==> config.mk <==
export PLATFORM = sky130hd
export DESIGN_NAME = four_neighbor_impulse_filter_core
export DESIGN_NICKNAME = d
export VERILOG_FILES = /design/src/fnif_pkg.sv /design/src/fnif_front.sv /design/src/fnif_fifo.sv /design/src/fnif_back.sv /design/src/four_neighbor_impulse_filter_core.sv
export SDC_FILE = /design/constraint.sdc
export NUM_CORES = 2
export LEC_CHECK = 0
export BUFFER_PORTS_ARGS = -buffer_cell sky130_fd_sc_hd__buf_2
export CAP_MARGIN = 15
export CORE_ASPECT_RATIO = 2
export CORE_MARGIN = 2
export CORE_UTILIZATION = 40
export CTS_BUF_LIST = sky130_fd_sc_hd__clkbuf_4 sky130_fd_sc_hd__clkbuf_8
export DETAILED_ROUTE_END_ITERATION = 10
export SYNTH_ARGS = -nofsm -noshare
export SYNTH_HDL_FRONTEND = slang
export SYNTH_HIERARCHICAL = 1
export SYNTH_SLANG_ARGS = --single-unit
export TNS_END_PERCENT = 20
==> constraint.sdc <==
create_clock -name clk -period 8.3 [get_ports clk]
set_clock_uncertainty 0.1 [all_clocks]
set_input_delay 0.415 -clock clk [delete_from_list [all_inputs] [get_ports clk]]
set_output_delay 0.415 -clock clk [all_outputs]
set_load 0.02 [all_outputs]
==> src/fnif_pkg.sv <==
// Shared constants, types and helpers for the four-neighbor impulse filter.
`timescale 1ns / 1ps
`default_nettype none
package fnif_pkg;

	localparam int COL_W      = 6;
	localparam int ROW_W      = 10;
	localparam int THR_W      = 8;
	localparam int CFG_IDX_W  = 2;
	localparam int CFG_DATA_W = 10;

	localparam int DEF_MAX_COLS   = 32;
	localparam int DEF_PIXEL_BITS = 8;

	localparam logic [CFG_IDX_W-1:0] CFG_FRAME_WIDTH    = 2'd0;
	localparam logic [CFG_IDX_W-1:0] CFG_FRAME_HEIGHT   = 2'd1;
	localparam logic [CFG_IDX_W-1:0] CFG_DIFF_THRESHOLD = 2'd2;

	localparam logic [COL_W-1:0] RST_FRAME_WIDTH    = 6'd30;
	localparam logic [ROW_W-1:0] RST_FRAME_HEIGHT   = 10'd20;
	localparam logic [THR_W-1:0] RST_DIFF_THRESHOLD = 8'd1;

	// one queued pixel job: where it sits and what it triggers
	typedef struct packed {
		logic [COL_W-1:0] col;
		logic             row_nz;
		logic             row_gt1;
		logic             last_col;
		logic             last_row;
	} cmd_t;

	function automatic logic [ROW_W-1:0] eff_height(input logic [ROW_W-1:0] h);
		eff_height = (h == '0) ? ROW_W'(1) : h;
	endfunction

endpackage
`default_nettype wire

==> src/fnif_front.sv <==
// Front end: tracks frame position and classifies each accepted pixel.
`timescale 1ns / 1ps
`default_nettype none
module fnif_front (
	input  wire logic                      clk,
	input  wire logic                      arst_n,
	input  wire logic                      in_valid,
	output logic                           in_stall,
	input  wire logic [fnif_pkg::COL_W-1:0] eff_w,
	input  wire logic [fnif_pkg::ROW_W-1:0] eff_h,
	input  wire logic                      restart,
	input  wire logic                      q_full,
	output logic                           push,
	output fnif_pkg::cmd_t                 cmd
);
	logic [fnif_pkg::COL_W-1:0] col_q, col_c, col_p1;
	logic [fnif_pkg::ROW_W-1:0] row_q, row_c, row_p1;

	assign in_stall = q_full;
	assign push     = in_valid && !q_full;

	always_comb begin
		col_c  = (col_q >= eff_w) ? eff_w - 1'b1 : col_q;
		row_c  = (row_q >= eff_h) ? eff_h - 1'b1 : row_q;
		col_p1 = col_c + 1'b1;
		row_p1 = row_c + 1'b1;
		cmd.col      = col_c;
		cmd.row_nz   = (row_c != '0);
		cmd.row_gt1  = (row_c > fnif_pkg::ROW_W'(1));
		cmd.last_col = (col_p1 == eff_w);
		cmd.last_row = (row_p1 == eff_h);
	end

	always_ff @(posedge clk or negedge arst_n) begin
		if (!arst_n) begin
			col_q <= '0;
			row_q <= '0;
		end else if (restart) begin
			col_q <= '0;
			row_q <= '0;
		end else if (push) begin
			if (cmd.last_col) begin
				col_q <= '0;
				row_q <= cmd.last_row ? '0 : row_p1;
			end else begin
				col_q <= col_p1;
				row_q <= row_c;
			end
		end
	end

endmodule
`default_nettype wire

==> src/fnif_fifo.sv <==
// Two-entry queue between front end and back end.
`timescale 1ns / 1ps
`default_nettype none
module fnif_fifo #(
	parameter int W = $bits(fnif_pkg::cmd_t) + fnif_pkg::DEF_PIXEL_BITS
) (
	input  wire logic         clk,
	input  wire logic         arst_n,
	input  wire logic         push,
	input  wire logic [W-1:0] wdata,
	output logic              full,
	input  wire logic         pop,
	output logic              valid,
	output logic [W-1:0]      rdata
);
	logic [W-1:0] mem_q [2];
	logic [1:0]   cnt_q;
	logic         wp_q, rp_q;

	assign full  = (cnt_q == 2'd2);
	assign valid = (cnt_q != 2'd0);
	assign rdata = mem_q[rp_q];

	always_ff @(posedge clk or negedge arst_n) begin
		if (!arst_n) begin
			cnt_q <= '0;
			wp_q  <= 1'b0;
			rp_q  <= 1'b0;
		end else begin
			if (push) wp_q <= ~wp_q;
			if (pop) rp_q <= ~rp_q;
			if (push && !pop) cnt_q <= cnt_q + 1'b1;
			else if (pop && !push) cnt_q <= cnt_q - 1'b1;
		end
	end

	always_ff @(posedge clk) begin
		if (push) mem_q[wp_q] <= wdata;
	end

endmodule
`default_nettype wire

==> src/fnif_back.sv <==
// Back end: row buffers, neighbor test, rounded mean and output register.
`timescale 1ns / 1ps
`default_nettype none
module fnif_back #(
	parameter int MAX_COLS   = fnif_pkg::DEF_MAX_COLS,
	parameter int PIXEL_BITS = fnif_pkg::DEF_PIXEL_BITS
) (
	input  wire logic                       clk,
	input  wire logic                       arst_n,
	input  wire logic                       q_valid,
	output logic                            q_pop,
	input  wire fnif_pkg::cmd_t             q_cmd,
	input  wire logic [PIXEL_BITS-1:0]      q_pixel,
	input  wire logic [fnif_pkg::COL_W-1:0] eff_w,
	input  wire logic [fnif_pkg::THR_W-1:0] thr,
	output logic                            out_valid,
	input  wire logic                       out_stall,
	output logic [PIXEL_BITS-1:0]           pixel_out,
	output logic                            replaced,
	output logic                            last_of_run,
	output logic                            end_of_frame
);
	localparam int P      = PIXEL_BITS;
	localparam int CW     = fnif_pkg::COL_W;
	localparam int CIDX_W = (MAX_COLS > 1) ? $clog2(MAX_COLS) : 1;
	localparam int RAW_D  = 2 * MAX_COLS;
	localparam int RAW_AW = $clog2(RAW_D);
	localparam int SUM_W  = P + 2;
	localparam int DK     = SUM_W + 2;
	localparam logic [DK:0] DIV3_M = (DK + 1)'((64'd1 << DK) / 64'd3);
	localparam int PROD_W = SUM_W + DK + 1;
	localparam int CMP_W  = (P > fnif_pkg::THR_W) ? P : fnif_pkg::THR_W;

	localparam logic [2:0] ST_IDLE = 3'd0;
	localparam logic [2:0] ST_WR   = 3'd1;
	localparam logic [2:0] ST_RD   = 3'd2;
	localparam logic [2:0] ST_SUM  = 3'd3;
	localparam logic [2:0] ST_MUL  = 3'd4;
	localparam logic [2:0] ST_OUT  = 3'd5;

	logic [2:0]     st_q;
	logic           bank_q, below_q, up_q, flush_q, out_valid_q;
	logic [CW-1:0]  col_q, col_p1, col_m1;
	logic [P-1:0]   pix_q;
	fnif_pkg::cmd_t cmd_q;

	logic [P-1:0] raw_mem [RAW_D];
	logic [P-1:0] fp_mem [MAX_COLS];

	logic [P-1:0] ctr_s1, rgt_s1, up_s1, lft_s1;
	logic [SUM_W-1:0] sum_s2;
	logic [2:0]       cnt_s2;
	logic             keep_s2;
	logic [P-1:0]     ctr_s2;
	logic [PROD_W-1:0] prod_s3;

	logic [RAW_AW-1:0] a_wr, a_ctr, a_rgt;
	logic has_right, has_left, out_free, col_end;
	logic [SUM_W-1:0] sum_c;
	logic [2:0]       cnt_c;
	logic             keep_c;
	logic [SUM_W-1:0] q_est, r_est, q_c;
	logic [2:0]       rem_c;
	logic             round_up;
	logic [P-1:0]     mean_c, value_c;
	logic             repl_c;

	function automatic logic [RAW_AW-1:0] raw_addr(input logic bank, input logic [CW-1:0] col);
		raw_addr = (bank ? RAW_AW'(MAX_COLS) : RAW_AW'(0)) + RAW_AW'(col);
	endfunction

	function automatic logic near(input logic [P-1:0] a, input logic [P-1:0] b,
			input logic [fnif_pkg::THR_W-1:0] t);
		logic [P-1:0] d;
		d = (a > b) ? a - b : b - a;
		near = (CMP_W'(d) <= CMP_W'(t));
	endfunction

	assign col_p1  = col_q + 1'b1;
	assign col_m1  = col_q - 1'b1;
	assign col_end = (col_p1 == eff_w);
	assign a_wr    = raw_addr(~bank_q, cmd_q.col);
	assign a_ctr   = raw_addr(bank_q, col_q);
	assign a_rgt   = raw_addr(bank_q, col_p1);
	assign q_pop   = (st_q == ST_IDLE) && q_valid;
	assign out_free = !out_valid_q || !out_stall;

	// neighbor gather: below (raw), right (raw), up and left (filtered)
	always_comb begin
		has_right = (col_p1 < eff_w);
		has_left  = (col_q != '0);
		cnt_c = {2'b0, below_q} + {2'b0, has_right} + {2'b0, up_q} + {2'b0, has_left};
		sum_c = (below_q   ? SUM_W'(pix_q)  : '0) + (has_right ? SUM_W'(rgt_s1) : '0)
		      + (up_q      ? SUM_W'(up_s1)  : '0) + (has_left  ? SUM_W'(lft_s1) : '0);
		keep_c = (below_q && near(ctr_s1, pix_q, thr)) || (has_right && near(ctr_s1, rgt_s1, thr))
		      || (up_q && near(ctr_s1, up_s1, thr)) || (has_left && near(ctr_s1, lft_s1, thr));
	end

	// mean with round half to even; divide by three via reciprocal and one fixup
	always_comb begin
		q_est = SUM_W'(prod_s3 >> DK);
		r_est = sum_s2 - ((q_est << 1) + q_est);
		q_c   = sum_s2;
		rem_c = '0;
		case (cnt_s2)
			3'd2: begin
				q_c   = sum_s2 >> 1;
				rem_c = {2'b0, sum_s2[0]};
			end
			3'd3: begin
				if (r_est >= SUM_W'(3)) begin
					q_c   = q_est + 1'b1;
					rem_c = 3'(r_est - SUM_W'(3));
				end else begin
					q_c   = q_est;
					rem_c = 3'(r_est);
				end
			end
			3'd4: begin
				q_c   = sum_s2 >> 2;
				rem_c = {1'b0, sum_s2[1:0]};
			end
			default: begin
				q_c   = sum_s2;
				rem_c = '0;
			end
		endcase
		round_up = ({rem_c, 1'b0} > {1'b0, cnt_s2})
		        || (({rem_c, 1'b0} == {1'b0, cnt_s2}) && q_c[0]);
		mean_c  = P'(q_c + SUM_W'(round_up));
		repl_c  = (cnt_s2 != '0) && !keep_s2;
		value_c = repl_c ? mean_c : ctr_s2;
	end

	always_ff @(posedge clk) begin
		if (st_q == ST_WR) raw_mem[a_wr] <= pix_q;
		if (st_q == ST_RD) begin
			ctr_s1 <= raw_mem[a_ctr];
			rgt_s1 <= raw_mem[a_rgt];
			up_s1  <= fp_mem[col_q[CIDX_W-1:0]];
			lft_s1 <= fp_mem[col_m1[CIDX_W-1:0]];
		end
		if (st_q == ST_OUT && out_free) fp_mem[col_q[CIDX_W-1:0]] <= value_c;
	end

	always_ff @(posedge clk) begin
		if (q_pop) begin
			pix_q <= q_pixel;
			cmd_q <= q_cmd;
		end
		if (st_q == ST_SUM) begin
			sum_s2  <= sum_c;
			cnt_s2  <= cnt_c;
			keep_s2 <= keep_c;
			ctr_s2  <= ctr_s1;
		end
		if (st_q == ST_MUL) prod_s3 <= PROD_W'(sum_s2) * PROD_W'(DIV3_M);
		if (st_q == ST_OUT && out_free) begin
			pixel_out    <= value_c;
			replaced     <= repl_c;
			last_of_run  <= flush_q ? col_end : !(cmd_q.last_col && cmd_q.last_row);
			end_of_frame <= flush_q && col_end;
		end
	end

	always_ff @(posedge clk or negedge arst_n) begin
		if (!arst_n) begin
			st_q        <= ST_IDLE;
			bank_q      <= 1'b0;
			col_q       <= '0;
			below_q     <= 1'b0;
			up_q        <= 1'b0;
			flush_q     <= 1'b0;
			out_valid_q <= 1'b0;
		end else begin
			if (st_q == ST_OUT && out_free) out_valid_q <= 1'b1;
			else if (!out_stall) out_valid_q <= 1'b0;
			case (st_q)
				ST_IDLE: begin
					if (q_valid) st_q <= ST_WR;
				end
				ST_WR: begin
					if (cmd_q.row_nz) begin
						col_q   <= cmd_q.col;
						below_q <= 1'b1;
						up_q    <= cmd_q.row_gt1;
						flush_q <= 1'b0;
						st_q    <= ST_RD;
					end else begin
						if (cmd_q.last_col) bank_q <= ~bank_q;
						if (cmd_q.last_col && cmd_q.last_row) begin
							col_q   <= '0;
							below_q <= 1'b0;
							up_q    <= 1'b0;
							flush_q <= 1'b1;
							st_q    <= ST_RD;
						end else begin
							st_q <= ST_IDLE;
						end
					end
				end
				ST_RD:  st_q <= ST_SUM;
				ST_SUM: st_q <= ST_MUL;
				ST_MUL: st_q <= ST_OUT;
				ST_OUT: begin
					if (out_free) begin
						if (!flush_q) begin
							if (cmd_q.last_col) bank_q <= ~bank_q;
							if (cmd_q.last_col && cmd_q.last_row) begin
								col_q   <= '0;
								below_q <= 1'b0;
								up_q    <= cmd_q.row_nz;
								flush_q <= 1'b1;
								st_q    <= ST_RD;
							end else begin
								st_q <= ST_IDLE;
							end
						end else if (col_end) begin
							flush_q <= 1'b0;
							st_q    <= ST_IDLE;
						end else begin
							col_q <= col_p1;
							st_q  <= ST_RD;
						end
					end
				end
				default: st_q <= ST_IDLE;
			endcase
		end
	end

	assign out_valid = out_valid_q;

endmodule
`default_nettype wire

==> src/four_neighbor_impulse_filter_core.sv <==
// Top level of the four-neighbor impulse noise filter.
// Usage:
//   Input channel (in_valid / in_stall / pixel_in) takes raw pixels of a frame in
//   raster order. Output channel (out_valid / out_stall / pixel_out, replaced,
//   last_of_run, end_of_frame) gives each pixel once the pixel below it arrived;
//   the frame's last input also flushes the whole last row.
//   Config channel (cfg_valid / cfg_ready / cfg_index / cfg_data) sets
//   frame_width (0), frame_height (1) and diff_threshold (2); write only while
//   idle. A geometry write restarts the frame position.
// Sequencing:
//   A pixel with a pixel above it goes through the back end's steps in order
//   (queue pop, row write, buffer read, neighbor sum, divide, output); the back
//   end pops no new pixel until it is done with the last, and first-row pixels
//   stop after the row write. The final-row flush runs read, sum, divide and
//   output once per column. A two-deep queue decouples the back end's sequencer
//   from the input side, which stalls when the queue is full.
// Reset: position, queue and output go empty; registers return to 30 x 20,
//   threshold 1. A stalled output word holds and the back end waits on it.
`timescale 1ns / 1ps
`default_nettype none
module four_neighbor_impulse_filter_core #(
	parameter int MAX_COLS   = fnif_pkg::DEF_MAX_COLS,
	parameter int PIXEL_BITS = fnif_pkg::DEF_PIXEL_BITS
) (
	input  wire logic                            clk,
	input  wire logic                            arst_n,
	input  wire logic                            in_valid,
	output logic                                 in_stall,
	input  wire logic [PIXEL_BITS-1:0]           pixel_in,
	output logic                                 out_valid,
	input  wire logic                            out_stall,
	output logic [PIXEL_BITS-1:0]                pixel_out,
	output logic                                 replaced,
	output logic                                 last_of_run,
	output logic                                 end_of_frame,
	input  wire logic                            cfg_valid,
	output logic                                 cfg_ready,
	input  wire logic [fnif_pkg::CFG_IDX_W-1:0]  cfg_index,
	input  wire logic [fnif_pkg::CFG_DATA_W-1:0] cfg_data
);
	localparam int QW = $bits(fnif_pkg::cmd_t) + PIXEL_BITS;

	logic [fnif_pkg::COL_W-1:0] width_q, eff_w;
	logic [fnif_pkg::ROW_W-1:0] height_q, eff_h;
	logic [fnif_pkg::THR_W-1:0] thr_q;
	logic cfg_we, restart, push, q_full, q_valid, q_pop;
	fnif_pkg::cmd_t cmd_f, cmd_b;
	logic [QW-1:0] q_rdata;

	assign cfg_ready = 1'b1;
	assign cfg_we    = cfg_valid && cfg_ready;
	assign restart   = cfg_we && ((cfg_index == fnif_pkg::CFG_FRAME_WIDTH)
	                           || (cfg_index == fnif_pkg::CFG_FRAME_HEIGHT));

	always_ff @(posedge clk or negedge arst_n) begin
		if (!arst_n) begin
			width_q  <= fnif_pkg::RST_FRAME_WIDTH;
			height_q <= fnif_pkg::RST_FRAME_HEIGHT;
			thr_q    <= fnif_pkg::RST_DIFF_THRESHOLD;
		end else if (cfg_we) begin
			case (cfg_index)
				fnif_pkg::CFG_FRAME_WIDTH:    width_q  <= cfg_data[fnif_pkg::COL_W-1:0];
				fnif_pkg::CFG_FRAME_HEIGHT:   height_q <= cfg_data;
				fnif_pkg::CFG_DIFF_THRESHOLD: thr_q    <= cfg_data[fnif_pkg::THR_W-1:0];
				default: ;
			endcase
		end
	end

	always_comb begin
		if (width_q == '0) eff_w = fnif_pkg::COL_W'(1);
		else if (width_q > fnif_pkg::COL_W'(MAX_COLS)) eff_w = fnif_pkg::COL_W'(MAX_COLS);
		else eff_w = width_q;
		eff_h = fnif_pkg::eff_height(height_q);
	end

	fnif_front u_front (
		.clk      (clk),
		.arst_n   (arst_n),
		.in_valid (in_valid),
		.in_stall (in_stall),
		.eff_w    (eff_w),
		.eff_h    (eff_h),
		.restart  (restart),
		.q_full   (q_full),
		.push     (push),
		.cmd      (cmd_f)
	);

	fnif_fifo #(.W(QW)) u_fifo (
		.clk    (clk),
		.arst_n (arst_n),
		.push   (push),
		.wdata  ({cmd_f, pixel_in}),
		.full   (q_full),
		.pop    (q_pop),
		.valid  (q_valid),
		.rdata  (q_rdata)
	);

	assign cmd_b = q_rdata[QW-1:PIXEL_BITS];

	fnif_back #(.MAX_COLS(MAX_COLS), .PIXEL_BITS(PIXEL_BITS)) u_back (
		.clk          (clk),
		.arst_n       (arst_n),
		.q_valid      (q_valid),
		.q_pop        (q_pop),
		.q_cmd        (cmd_b),
		.q_pixel      (q_rdata[PIXEL_BITS-1:0]),
		.eff_w        (eff_w),
		.thr          (thr_q),
		.out_valid    (out_valid),
		.out_stall    (out_stall),
		.pixel_out    (pixel_out),
		.replaced     (replaced),
		.last_of_run  (last_of_run),
		.end_of_frame (end_of_frame)
	);

	// the frame's final word always closes its run
	a_eof_last: assert property (@(posedge clk) disable iff (!arst_n)
		out_valid && end_of_frame |-> last_of_run)
		else $error("end_of_frame without last_of_run");

	// a word pushed into an empty queue is visible to the back end next cycle
	a_queue_fill: assert property (@(posedge clk) disable iff (!arst_n)
		push && !q_valid |=> q_valid)
		else $error("queued word lost");

	// the back end never pops an empty queue
	a_pop_valid: assert property (@(posedge clk) disable iff (!arst_n)
		q_pop |-> q_valid)
		else $error("pop from empty queue");

endmodule
`default_nettype wire
==> impl_metrics.prom <==
# TYPE chip_impl_metric gauge
chip_impl_info{name="synth_commonest_cells",value="sky130_fd_sc_hd__edfxtp_1 (896), sky130_fd_sc_hd__mux4_2 (445), sky130_fd_sc_hd__ha_1 (202)"} 1
chip_impl_info{name="critical-path-top-cell-by-count",value="sky130_fd_sc_hd__inv_1"} 1
chip_impl_metric{name="syn_to_final_growth",unit="%"} 10.0
chip_impl_metric{name="post_route_drc",unit=""} 0
chip_impl_metric{name="synth_async_sr_flop_share",unit="%"} 6.08
chip_impl_metric{name="drt_first_iter_violations",unit=""} 2366
chip_impl_metric{name="num-nets-final",unit=""} 3606
chip_impl_metric{name="vias",unit=""} 30900
chip_impl_metric{name="io_pins",unit=""} 39
chip_impl_info{name="netlist_top_cells_area",value="sky130_fd_sc_hd__edfxtp_1 (52%), sky130_fd_sc_hd__mux4_2 (19%), sky130_fd_sc_hd__ha_1 (4.9%)"} 1
chip_impl_info{name="worstReg2RegEnd",value="u_back/sum_s2[9]"} 1
chip_impl_info{name="crit_family",value="adder cells"} 1
chip_impl_metric{name="largest_fanout_on_the_critical_path",unit=""} 52
chip_impl_metric{name="multi_input_area",unit="um2"} 21800
chip_impl_metric{name="vias_per_cell",unit=""} 6.03
chip_impl_info{name="clockRootBuffer",value="sky130_fd_sc_hd__clkbuf_8"} 1
chip_impl_metric{name="cp.buffers_inverters",unit=""} 5
chip_impl_metric{name="cts.reportedPaths.clkPinSlew",unit="ns"} 0.07
chip_impl_metric{name="final_layout_size_suffix_gt1_share",unit="%"} 25.8
chip_impl_metric{name="seq_area_frac_synth",unit="%"} 55.2
chip_impl_metric{name="numCtsBuffers",unit=""} 134
chip_impl_metric{name="synth_fp_nets",unit=""} 3519
chip_impl_info{name="tritoncts",value="done"} 1
chip_impl_metric{name="floorplan.rows",unit=""} 186
chip_impl_metric{name="synthCells",unit=""} 3238
chip_impl_metric{name="drtPass1Iterations",unit=""} 6
chip_impl_metric{name="crit_path_max_incr_delay",unit="ns"} 0.91
chip_impl_metric{name="clock_sinks",unit=""} 954
chip_impl_info{name="ys_dominant_reg_cell",value="sky130_fd_sc_hd__edfxtp_1"} 1
chip_impl_info{name="cp-end-kind",value="flip-flop"} 1
chip_impl_metric{name="hpwl",unit="um"} 108000
chip_impl_metric{name="die_height",unit="um"} 511
chip_impl_metric{name="worst_skew_pair.late_latency",unit="ns"} 0.88
chip_impl_metric{name="worst-slew-pin-transition",unit="ns"} 1.20
chip_impl_info{name="worst_r2r_startpoint",value="u_back/col_q[0]"} 1
chip_impl_info{name="critPathLaunchType",value="flip-flop"} 1
chip_impl_metric{name="yosys.cell_types.count",unit=""} 99
chip_impl_metric{name="io_buffers",unit=""} 37
chip_impl_metric{name="avgSynthCellArea",unit="um2"} 15.9
chip_impl_metric{name="synth_area",unit="um2"} 51400
chip_impl_metric{name="hold_viol_final",unit=""} 0
chip_impl_metric{name="slew_viol_final",unit=""} 0
chip_impl_metric{name="post_route_antenna_net_violation_count",unit=""} 0
chip_impl_metric{name="final.fill_count",unit=""} 11400
chip_impl_metric{name="setup_viol",unit=""} 0
chip_impl_metric{name="synth_seq_cells",unit=""} 954
chip_impl_metric{name="arrival",unit="ns"} 6.81
chip_impl_metric{name="period_needed",unit="ns"} 6.20
chip_impl_metric{name="place_congestion",unit=""} 0.920
chip_impl_metric{name="maximum_number_of_pins_on_one_net_before_global_route_repair",unit=""} 144
chip_impl_info{name="critical_path.startpoint",value="u_back/col_q[0]"} 1
chip_impl_info{name="min-delay-path-class",value="in2async"} 1
chip_impl_metric{name="gr-total-overflow",unit=""} 0
chip_impl_metric{name="ys_warn_count",unit=""} 6
chip_impl_metric{name="wire_length_of_the_first_global_routing_pass",unit="um"} 221000
chip_impl_metric{name="cts_max_level",unit=""} 4
chip_impl_metric{name="min_period_over_period",unit="%"} 74.7
chip_impl_metric{name="setup-tns-final",unit="ns"} 0
chip_impl_metric{name="total_die_area",unit="um2"} 132000
chip_impl_metric{name="grt_pass1_vias",unit=""} 32600
chip_impl_metric{name="cts.repair_timing.setup_buffer_count",unit=""} 0
chip_impl_metric{name="area.sequential",unit="um2"} 28400
chip_impl_metric{name="detail_route.wirelength",unit="um"} 154000
chip_impl_info{name="unrepaired_setup_endpoints_after_global_routing",value="no"} 1
chip_impl_info{name="cp_cell_sequence",value="inv_1 > ha_4 > ha_1 > nor2b_1 > o21ai_0 > a21oi_1 > a211oi_1 > buf_4 > nand2_1 > fa_1 > inv_1 > fa_1 > ha_1 > inv_1 > fa_1 > inv_1 > a21oi_1 > o21ai_0 > a21oi_1 > o21bai_1 > a21o_1 > a21o_1"} 1
chip_impl_info{name="yosys.area.top_type",value="sky130_fd_sc_hd__edfxtp_1"} 1
chip_impl_metric{name="cts-root-to-sink-buffers",unit=""} 3
chip_impl_metric{name="synth_top_area_share",unit="%"} 52.3
chip_impl_metric{name="max_clock_freq",unit="GHz"} 0.161
chip_impl_info{name="run_status",value="finished clean"} 1
chip_impl_metric{name="grt_use_total",unit="%"} 23.4
chip_impl_info{name="worstSetupPathType",value="reg2reg"} 1
chip_impl_metric{name="required",unit="ns"} 8.91
chip_impl_metric{name="antenna_violations_before_repair",unit=""} 3
chip_impl_metric{name="synth-edff-count",unit=""} 896
chip_impl_metric{name="start_util",unit="%"} 40.2
chip_impl_metric{name="core-area",unit="um2"} 128000
chip_impl_metric{name="r2r.worst_path.cells",unit=""} 22
chip_impl_info{name="synthMostInstantiatedCell",value="sky130_fd_sc_hd__edfxtp_1"} 1
chip_impl_metric{name="detail_route.wl_per_cell",unit="um"} 29.9
chip_impl_metric{name="die_width",unit="um"} 258
chip_impl_metric{name="timing.max_cap.violations",unit=""} 0
chip_impl_metric{name="slew_headroom",unit="%"} 19.9
chip_impl_info{name="cp_slowest_cell",value="sky130_fd_sc_hd__ha_4"} 1
chip_impl_metric{name="setup.reg_to_reg.worst_slack",unit="ns"} 2.10
## kinds of logic after synthesis
logic type | count (synthesis) | synth area share [%]
buffers and inverters | 342 | 2.72
and+or+nand+nor | 582 | 5.65
DFF | 954 | 55.2
adders and majority gates | 256 | 7.02
muxes | 537 | 21.6
AOI/OAI and AO/OA | 457 | 6.00
other | 1 | 0.00729
xor gates and xnor gates | 109 | 1.87
## metrics by stage
step / utilization (%) / hold WS [ns] / instance area (um2) / instances / setup WS [ns]
floorplan: - / 0.0194 / 51400 / 3238 / 2.02
global placement: 41.9 / 0.379 / 53600 / 4853 / 2.13
detailed placement: 41.9 / 0.389 / 53600 / 4854 / 2.14
CTS: 44.2 / 0.125 / 56600 / 5125 / 2.09
global route: 44.2 / 0.184 / 56600 / 5127 / 1.72
finish: 44.2 / 0.166 / 56600 / 5129 / 2.10
## cells in the final DEF (no fill, tap or decap), types with 54 or more instances in the layout
cell                       instances
sky130_fd_sc_hd__clkbuf_8        136
sky130_fd_sc_hd__a21oi_1         102
sky130_fd_sc_hd__buf_4            61
sky130_fd_sc_hd__xnor2_1          69
sky130_fd_sc_hd__ha_1            201
sky130_fd_sc_hd__fa_1             54
sky130_fd_sc_hd__nand2_1         137
sky130_fd_sc_hd__a22oi_1          69
sky130_fd_sc_hd__inv_1           167
sky130_fd_sc_hd__mux4_2          445
sky130_fd_sc_hd__o21ai_0          74
sky130_fd_sc_hd__edfxtp_1        896
sky130_fd_sc_hd__nor2_1          183
## tightest hold or removal path, delay by kind of cell
family,cells,cell delay [ns]
buffers and inverters,3,1.24
## sequential cells by signal, indices dropped and copies added (netlist names), 9 cells and up
signal,cells
u_back/cmd_q,10
u_back/sum_s2,10
u_front/row_q,10
u_fifo/mem_q,36
u_back/fp_mem,256
height_q,10
u_back/raw_mem,512
u_back/prod_s3,9
## worst max-delay path by stage
| stage | end | cells past startpoint |
|---|---|---|
| 2_1_floorplan | u_back/fp_mem[0][7] | 20 |
| 5_1_grt | u_back/sum_s2[9] | 22 |
| 3_3_place_gp | u_back/sum_s2[9] | 22 |
| 3_5_place_dp | u_back/sum_s2[9] | 22 |
| 6_report | u_back/sum_s2[9] | 22 |
| 4_1_cts | u_back/sum_s2[9] | 22 |
## metal layers
layer / GRT usage (%) / up-vias / share of wire, %
li1: - / 13100 / -
met1: 23.0 / 16100 / 31
met2: 43.4 / 1186 / 55
met3: 3.56 / 455 / 4.9
met4: 17.5 / 0 / 8.8
met5: 0 / - / 0
## repair_timing
item | in CTS | in global routing
resized for setup | 0 | 0
hold buffers | 26 | 0
endpoints found under the hold margin | 96 | 0
## area by class of cell
class	count	share of cell area, %
sequential	954	50.2
multi-input combinational	1942	38.5
clock buffer	171	3.77
tap	1692	3.74
timing repair buffer	126	1.66
inverter	167	1.11
clock inverter	74	1.03
antenna	3	0.0133
Power is left out: the tool's default activity adds up to more than one toggle a clock period on the data nets, which glitch-free logic cannot reach.
